`src/rtl/ncbt_pkg.sv`:
```
// Package of types, constants and sizes for the nearest-centroid blob tracker.
`default_nettype none
package ncbt_pkg;

  localparam int unsigned MaxTracks = 16;
  localparam int unsigned IdxW = $clog2(MaxTracks);
  localparam int unsigned CntW = $clog2(MaxTracks + 1);

  localparam int unsigned CoordW = 13;
  localparam int unsigned IdentW = 32;
  localparam int unsigned FramesW = 16;
  localparam int unsigned SqW = 2 * CoordW;
  localparam int unsigned DistW = SqW + 1;

  localparam logic [CoordW-1:0] RadiusReset = CoordW'(1600);

  localparam logic OpBlob = 1'b0;
  localparam logic OpEndFrame = 1'b1;

  typedef struct packed {
    logic [CoordW-1:0]  x;
    logic [CoordW-1:0]  y;
    logic [IdentW-1:0]  ident;
    logic [FramesW-1:0] frames;
  } entry_t;

  typedef enum logic [1:0] {
    ST_IDLE,
    ST_SCAN,
    ST_DRAIN,
    ST_FINISH
  } state_e;

endpackage
`default_nettype wire

```
`src/rtl/nearest_centroid_blob_tracker_top.sv`:
```
// Top level of the nearest-centroid blob tracker: entry memory, scan pipeline and control.
//
//   channel | direction | handshake                 | payload
//   --------+-----------+---------------------------+-----------------------------------------
//   in      | input     | in_valid_i / in_stall_o   | opcode_i, centroid_x_i, centroid_y_i
//   out     | output    | out_valid_o / out_stall_i | track_id_o, is_new_o, frames_seen_o,
//           |           |                           | table_full_o, live_count_o, removed_count_o
//   cfg     | input     | cfg_we_i                  | cfg_data_i (match radius)
//
// A request holds the block from acceptance through one entry memory read per live tracker
// plus a bound check, a drain of the two pipeline stages, and a write back that registers
// the result.
// Reset clears the live count, matched marks, id counter and output valid; radius returns to 1600 px.
// The next request is taken while the previous result waits; a request finishing while the
// output register is still held by out_stall_i waits in its last cycle.
`default_nettype none
module nearest_centroid_blob_tracker_top (
  input  wire logic                             clk_i,
  input  wire logic                             rst_ni,
  input  wire logic                             cfg_we_i,
  input  wire logic [ncbt_pkg::CoordW-1:0]      cfg_data_i,
  input  wire logic                             in_valid_i,
  output logic                                  in_stall_o,
  input  wire logic                             opcode_i,
  input  wire logic [ncbt_pkg::CoordW-1:0]      centroid_x_i,
  input  wire logic [ncbt_pkg::CoordW-1:0]      centroid_y_i,
  output logic                                  out_valid_o,
  input  wire logic                             out_stall_i,
  output logic [ncbt_pkg::IdentW-1:0]           track_id_o,
  output logic                                  is_new_o,
  output logic [ncbt_pkg::FramesW-1:0]          frames_seen_o,
  output logic                                  table_full_o,
  output logic [4:0]                            live_count_o,
  output logic [4:0]                            removed_count_o
);

  localparam int unsigned IdxW = ncbt_pkg::IdxW;
  localparam int unsigned CntW = ncbt_pkg::CntW;
  localparam int unsigned CoordW = ncbt_pkg::CoordW;
  localparam int unsigned SqW = ncbt_pkg::SqW;
  localparam int unsigned DistW = ncbt_pkg::DistW;
  localparam int unsigned IdentW = ncbt_pkg::IdentW;
  localparam int unsigned FramesW = ncbt_pkg::FramesW;

  // entry memory
  ncbt_pkg::entry_t mem [ncbt_pkg::MaxTracks];
  ncbt_pkg::entry_t rdata_q;
  logic             mem_we;
  logic [IdxW-1:0]  mem_waddr;
  ncbt_pkg::entry_t mem_wdata;

  ncbt_pkg::state_e state_q, state_d;

  logic [SqW-1:0]       r2_q;
  logic [CntW-1:0]      count_q;
  logic [ncbt_pkg::MaxTracks-1:0] matched_q;
  logic [IdentW-1:0]    next_id_q;

  logic                 op_q;
  logic [CoordW-1:0]    cx_q, cy_q;
  logic [CntW-1:0]      idx_q;
  logic [CntW-1:0]      wr_idx_q;

  logic                 p1_vld_q;
  logic [IdxW-1:0]      p1_idx_q;
  logic                 p2_vld_q;
  logic [IdxW-1:0]      p2_idx_q;
  logic [SqW-1:0]       p2_sqx_q, p2_sqy_q;
  logic [IdentW-1:0]    p2_ident_q;
  logic [FramesW-1:0]   p2_frames_q;

  logic                 best_found_q;
  logic [DistW-1:0]     best_d_q;
  logic [IdxW-1:0]      best_idx_q;
  logic [IdentW-1:0]    best_ident_q;
  logic [FramesW-1:0]   best_frames_q;

  logic                 out_valid_q;
  logic [IdentW-1:0]    track_id_q;
  logic                 is_new_q;
  logic [FramesW-1:0]   frames_q;
  logic                 full_q;
  logic [4:0]           live_q;
  logic [4:0]           removed_q;

  logic                 in_acc;
  logic                 scan_rd;
  logic                 fin_go;

  logic [CoordW-1:0]    dx, dy;
  logic [DistW-1:0]     dist_sum;
  logic                 keep_p1;
  logic                 hit;
  logic                 room;
  logic [FramesW-1:0]   frames_inc;

  // FSM next state
  always_comb begin
    state_d = state_q;
    unique case (state_q)
      ncbt_pkg::ST_IDLE:   if (in_valid_i) state_d = ncbt_pkg::ST_SCAN;
      ncbt_pkg::ST_SCAN:   if (idx_q >= count_q) state_d = ncbt_pkg::ST_DRAIN;
      ncbt_pkg::ST_DRAIN:  if (!p1_vld_q && !p2_vld_q) state_d = ncbt_pkg::ST_FINISH;
      ncbt_pkg::ST_FINISH: if (!out_valid_q || !out_stall_i) state_d = ncbt_pkg::ST_IDLE;
      default:             state_d = ncbt_pkg::ST_IDLE;
    endcase
  end

  // FSM outputs
  always_comb begin
    in_stall_o = 1'b1;
    scan_rd    = 1'b0;
    fin_go     = 1'b0;
    unique case (state_q)
      ncbt_pkg::ST_IDLE:   in_stall_o = 1'b0;
      ncbt_pkg::ST_SCAN:   scan_rd = (idx_q < count_q);
      ncbt_pkg::ST_DRAIN:  ;
      ncbt_pkg::ST_FINISH: fin_go = !out_valid_q || !out_stall_i;
      default:             ;
    endcase
  end

  assign in_acc = in_valid_i && !in_stall_o;

  // stage 1: distance terms; stage 2: sum and compare
  assign dx = (rdata_q.x > cx_q) ? (rdata_q.x - cx_q) : (cx_q - rdata_q.x);
  assign dy = (rdata_q.y > cy_q) ? (rdata_q.y - cy_q) : (cy_q - rdata_q.y);
  assign dist_sum = DistW'(p2_sqx_q) + DistW'(p2_sqy_q);
  assign keep_p1 = p1_vld_q && matched_q[p1_idx_q];

  assign hit  = best_found_q && (best_d_q < DistW'(r2_q));
  assign room = count_q < CntW'(ncbt_pkg::MaxTracks);
  assign frames_inc = (&best_frames_q) ? best_frames_q : best_frames_q + FramesW'(1);

  always_comb begin
    mem_we    = 1'b0;
    mem_waddr = wr_idx_q[IdxW-1:0];
    mem_wdata = rdata_q;
    if (op_q == ncbt_pkg::OpEndFrame) begin
      mem_we = keep_p1;
    end else if (fin_go) begin
      if (hit) begin
        mem_we    = 1'b1;
        mem_waddr = best_idx_q;
        mem_wdata = '{x: cx_q, y: cy_q, ident: best_ident_q, frames: frames_inc};
      end else if (room) begin
        mem_we    = 1'b1;
        mem_waddr = count_q[IdxW-1:0];
        mem_wdata = '{x: cx_q, y: cy_q, ident: next_id_q, frames: '0};
      end
    end
  end

  always_ff @(posedge clk_i) begin
    if (mem_we) begin
      mem[mem_waddr] <= mem_wdata;
    end
    rdata_q <= mem[idx_q[IdxW-1:0]];
  end

  // control state
  always_ff @(posedge clk_i or negedge rst_ni) begin
    if (!rst_ni) begin
      state_q      <= ncbt_pkg::ST_IDLE;
      r2_q         <= SqW'(ncbt_pkg::RadiusReset) * SqW'(ncbt_pkg::RadiusReset);
      count_q      <= '0;
      matched_q    <= '0;
      next_id_q    <= '0;
      p1_vld_q     <= 1'b0;
      p2_vld_q     <= 1'b0;
      best_found_q <= 1'b0;
      out_valid_q  <= 1'b0;
    end else begin
      state_q  <= state_d;
      p1_vld_q <= scan_rd;
      p2_vld_q <= p1_vld_q && (op_q == ncbt_pkg::OpBlob) && !matched_q[p1_idx_q];
      if (cfg_we_i) begin
        r2_q <= SqW'(cfg_data_i) * SqW'(cfg_data_i);
      end
      if (in_acc) begin
        best_found_q <= 1'b0;
      end else if (p2_vld_q && (!best_found_q || dist_sum < best_d_q)) begin
        best_found_q <= 1'b1;
      end
      if (fin_go) begin
        out_valid_q <= 1'b1;
        if (op_q == ncbt_pkg::OpEndFrame) begin
          count_q   <= wr_idx_q;
          matched_q <= '0;
        end else if (hit) begin
          matched_q[best_idx_q] <= 1'b1;
        end else if (room) begin
          matched_q[count_q[IdxW-1:0]] <= 1'b1;
          count_q   <= count_q + CntW'(1);
          next_id_q <= next_id_q + IdentW'(1);
        end
      end else if (out_valid_q && !out_stall_i) begin
        out_valid_q <= 1'b0;
      end
    end
  end

  // datapath
  always_ff @(posedge clk_i) begin
    if (in_acc) begin
      op_q     <= opcode_i;
      cx_q     <= centroid_x_i;
      cy_q     <= centroid_y_i;
      idx_q    <= '0;
      wr_idx_q <= '0;
    end else begin
      if (scan_rd) begin
        idx_q <= idx_q + CntW'(1);
      end
      if (op_q == ncbt_pkg::OpEndFrame && keep_p1) begin
        wr_idx_q <= wr_idx_q + CntW'(1);
      end
    end
    p1_idx_q    <= idx_q[IdxW-1:0];
    p2_idx_q    <= p1_idx_q;
    p2_sqx_q    <= SqW'(dx) * SqW'(dx);
    p2_sqy_q    <= SqW'(dy) * SqW'(dy);
    p2_ident_q  <= rdata_q.ident;
    p2_frames_q <= rdata_q.frames;
    if (p2_vld_q && (!best_found_q || dist_sum < best_d_q)) begin
      best_d_q      <= dist_sum;
      best_idx_q    <= p2_idx_q;
      best_ident_q  <= p2_ident_q;
      best_frames_q <= p2_frames_q;
    end
    if (fin_go) begin
      if (op_q == ncbt_pkg::OpEndFrame) begin
        track_id_q <= '0;
        is_new_q   <= 1'b0;
        frames_q   <= '0;
        full_q     <= 1'b0;
        live_q     <= 5'(wr_idx_q);
        removed_q  <= 5'(count_q - wr_idx_q);
      end else if (hit) begin
        track_id_q <= best_ident_q;
        is_new_q   <= 1'b0;
        frames_q   <= frames_inc;
        full_q     <= 1'b0;
        live_q     <= 5'(count_q);
        removed_q  <= '0;
      end else if (room) begin
        track_id_q <= next_id_q;
        is_new_q   <= 1'b1;
        frames_q   <= '0;
        full_q     <= 1'b0;
        live_q     <= 5'(count_q + CntW'(1));
        removed_q  <= '0;
      end else begin
        track_id_q <= '0;
        is_new_q   <= 1'b0;
        frames_q   <= '0;
        full_q     <= 1'b1;
        live_q     <= 5'(count_q);
        removed_q  <= '0;
      end
    end
  end

  assign out_valid_o     = out_valid_q;
  assign track_id_o      = track_id_q;
  assign is_new_o        = is_new_q;
  assign frames_seen_o   = frames_q;
  assign table_full_o    = full_q;
  assign live_count_o    = live_q;
  assign removed_count_o = removed_q;

endmodule
`default_nettype wire

```
`config.mk`:
```
export PLATFORM = sky130hd
export DESIGN_NAME = nearest_centroid_blob_tracker_top
export DESIGN_NICKNAME = d
export VERILOG_FILES = /design/src/rtl/ncbt_pkg.sv /design/src/rtl/nearest_centroid_blob_tracker_top.sv
export SDC_FILE = /design/constraint.sdc
export NUM_CORES = 2
export LEC_CHECK = 0
export ABC_AREA = 1
export BUFFER_PORTS_ARGS = -buffer_cell sky130_fd_sc_hd__clkbuf_2
export CORE_MARGIN = 1
export CORE_UTILIZATION = 40
export DETAILED_ROUTE_END_ITERATION = 16
export GPL_TIMING_DRIVEN = 0
export PLACE_DENSITY = 0.57
export SLEW_MARGIN = 0
export SYNTH_ARGS = -nofsm -noshare
export SYNTH_HDL_FRONTEND = slang
export SYNTH_SLANG_ARGS = --single-unit
```
`constraint.sdc`:
```
create_clock -name clk_i -period 16.5 [get_ports clk_i]
set_input_delay 2.475 -clock clk_i [delete_from_list [all_inputs] [get_ports clk_i]]
set_output_delay 2.475 -clock clk_i [all_outputs]
set_load 0.1 [all_outputs]
```
==> summary.txt <==
FF+latch count, synth -> 1624
clock tree buffer depth -> 3
clk_lat worst skew -> 0.82 ns
highest-count cells in the layout ignoring fill and taps -> 1350 x edfxtp_1, 1017 x nand2_1, 966 x nor2_1
post-synthesis adder-cell area fraction -> 0.126
routed wire length -> 232 mm
simple logic cell fraction of the synthesized area -> 0.125
Die Area -> 0.205 mm²
drt pass-1 iters -> 6
H-tree depth -> 4
Final nets -> 8465
r2r setup slk -> 9.25 ns
critical path startpoint category -> primary input
mean post-synth cell area -> 11.0 µm²
initial core utilization -> 0.403
Hold Fails Final Rpt -> 0
Residual DRC -> 0
Worst Skew -> 0.0312 ns
Worst Path Required -> 17.16 ns
final antenna-violating net count -> 0
Setup crit end -> r2_q[15]
Synth Cell Area -> 0.0814 mm²
DIE HEIGHT -> 453 µm
routed via count -> 56400
R2R depth -> 30
crit path from -> cfg_data_i[6]
Setup TNS -> 0 ns
FFs w/ async S/R, synth -> 0.0517
largest family of logic cells by synthesized area -> adder cells
Syn. warnings -> 0
GRT Overall Usage -> 0.225
library cells used by synthesis -> 59
xor/xnor share of the synthesized area -> 0.0166
Worst-path clk slew -> 0.06 ns
Post-CTS Setup Bufs -> 0
CTS tree -> done
crit path capture type -> flip-flop
Die X -> 453 µm
outcome -> completed
RSZ-0062 raised after global routing -> false
vias in the first global route -> 55500
initial antenna violation count -> 10
Via density -> 5.32
Compound-Gate Fraction of Synth Area -> 0.0896
Period minus WS final -> 7.32 ns
Iter 0 DRT Violations -> 5305
layout cells sized above 1 -> 0.0834
IO buf count -> 105
fin. max-slew vios -> 0
sequential-to-total area share from yosys stat -> 0.570
worst r2r src -> cy_q[8]
critical path class -> in2reg
gp weighted congestion -> 0.878
max_slew headroom -> 0.0266
row cnt -> 165
Post-CTS Hold Buffers -> 0
mux contribution to synthesized area -> 0.0151
total global routing overflow -> 0
Gate Count Post-Synth -> 7402
post-synthesis net count -> 8088
FMAX -> 137 MHz
most common cell after layout, fill and taps aside -> edfxtp_1
setup violators final -> 0
reg2reg end -> p2_sqy_q[23]
min-delay worst type -> reg2reg
# resized after CTS -> 0
CTS buffer count -> 169
Post-synth EDFFs -> 1350
CP max FO -> 10
Primary FF master, synth -> edfxtp_1
critical path arrival -> 7.98 ns
final period utilization -> 0.444
P&R area growth vs syn -> 13.4%
IO Count -> 107
CTS root buf -> clkbuf_16
largest net degree at the start of global routing -> 53
core area -> 0.202 mm²
clk sinks -> 1624
Post-DP HPWL -> 168 mm
WL/cell -> 21.9 µm
first-pass GRT wire length -> 349 mm
Tightest Pin Transition -> 1.46 ns
Max-Cap Viols -> 0
## critical path: stages
cell	delay, ns
clkbuf_2	0.19
clkbuf_1	0.47
nand2_1	0.23
fa_1	0.58
inv_1	0.05
fa_1	0.49
fa_1	0.52
inv_1	0.06
fa_1	0.50
fa_1	0.50
inv_1	0.04
ha_1	0.35
a21oi_1	0.20
o21ai_0	0.14
nor2_1	0.30
o21ai_0	0.24
nand2_1	0.10
nand2_1	0.07
or2_2	0.28
nand3_1	0.08
o21ai_0	0.09
## synthesized netlist by cell type (6+ instances only)
library cell | number | area share
a21o_1 | 22 | 0.0020
a21oi_1 | 196 | 0.012
a31oi_1 | 7 | 0.00054
buf_1 | 20 | 0.00092
buf_2 | 47 | 0.0029
buf_4 | 10 | 0.00092
clkbuf_1 | 225 | 0.010
dfrtp_1 | 79 | 0.024
dfxtp_1 | 190 | 0.047
edfxtp_1 | 1350 | 0.50
fa_1 | 295 | 0.073
ha_1 | 346 | 0.053
inv_1 | 878 | 0.040
inv_2 | 28 | 0.0013
mux2i_1 | 123 | 0.015
nand2_1 | 1017 | 0.047
nand2_2 | 21 | 0.0016
nand2_4 | 6 | 0.00083
nand3_1 | 274 | 0.017
nand3_2 | 10 | 0.0012
nand3b_1 | 8 | 0.00074
nand4_1 | 39 | 0.0030
nor2_1 | 982 | 0.045
nor2_2 | 22 | 0.0017
nor3_1 | 53 | 0.0033
nor4_1 | 12 | 0.00092
o211ai_1 | 32 | 0.0030
o21a_1 | 8 | 0.00074
o21ai_0 | 557 | 0.034
o21ai_1 | 8 | 0.00049
o21ai_2 | 6 | 0.00065
o21bai_1 | 14 | 0.0013
o221ai_1 | 124 | 0.013
o32ai_1 | 173 | 0.019
or2_2 | 14 | 0.0011
xnor2_1 | 33 | 0.0035
xor2_1 | 121 | 0.013
## logic make-up (layout without fill, tap and decap cells)
family          count (synthesis)  after routing
mux                           123            123
other cells                     0              5
simple gates                 2469           2469
buf+inv                      1220           1739
fa+ha+maj                     641            641
compound gates               1171           1171
xor+xnor                      154            154
flops                        1624           1624
## layout make-up
cell class              instances  area (µm²)
fillers                     18600      110000
flip-flops and latches       1624       46500
multi-input cells            4558       30400
clock buffers                 236        4750
inverters                     911        3420
well taps                    2672        3340
repair buffers                206        2030
plain buffers                 309        1310
clock inverters                77         684
diodes                          5        12.5
## flip-flops by register name, summed over array words and instances, names as in the netlist, 25 cells and up
register / cells
mem: 1184
track_id_o: 32
p2_sqy_q: 25
r2_q: 25
best_ident_q: 32
rdata_q: 74
best_d_q: 27
next_id_q: 32
p2_sqx_q: 25
p2_ident_q: 32
## stage by stage
step                 util  instances  hold WS [ns]  instance area [µm²]  setup WS, ns
floorplan               -       7402         0.331                81400          9.23
global placement    0.422      10200         0.335                85300          4.28
detailed placement  0.430      10300         0.335                86900          8.32
CTS                 0.457      10600         0.347                92400          9.15
global route        0.457      10600         0.354                92400          8.73
finish              0.457      10600         0.347                92400          9.18
## worst min path at each step
| stage | start | cells past startpoint | endpoint |
|---|---|---|---|
| 3_3_place_gp | rdata_q[5] | 0 | p2_frames_q[5] |
| 2_1_floorplan | rdata_q[10] | 0 | p2_frames_q[10] |
| 4_1_cts | rdata_q[41] | 0 | p2_ident_q[25] |
| 6_report | rdata_q[41] | 0 | p2_ident_q[25] |
| 5_1_grt | rdata_q[3] | 0 | p2_frames_q[3] |
| 3_5_place_dp | rdata_q[45] | 0 | p2_ident_q[29] |
## layer usage
layer	track usage	share of wire	vias to the layer above
li1	-	-	26100
met1	0.321	0.45	27900
met2	0.354	0.46	1967
met3	0.0351	0.072	332
met4	0.0632	0.026	12
met5	0	0.00033	-
Power is not shown: default switching activity piles up to over one toggle a cycle in this logic, so the estimate is an artifact.
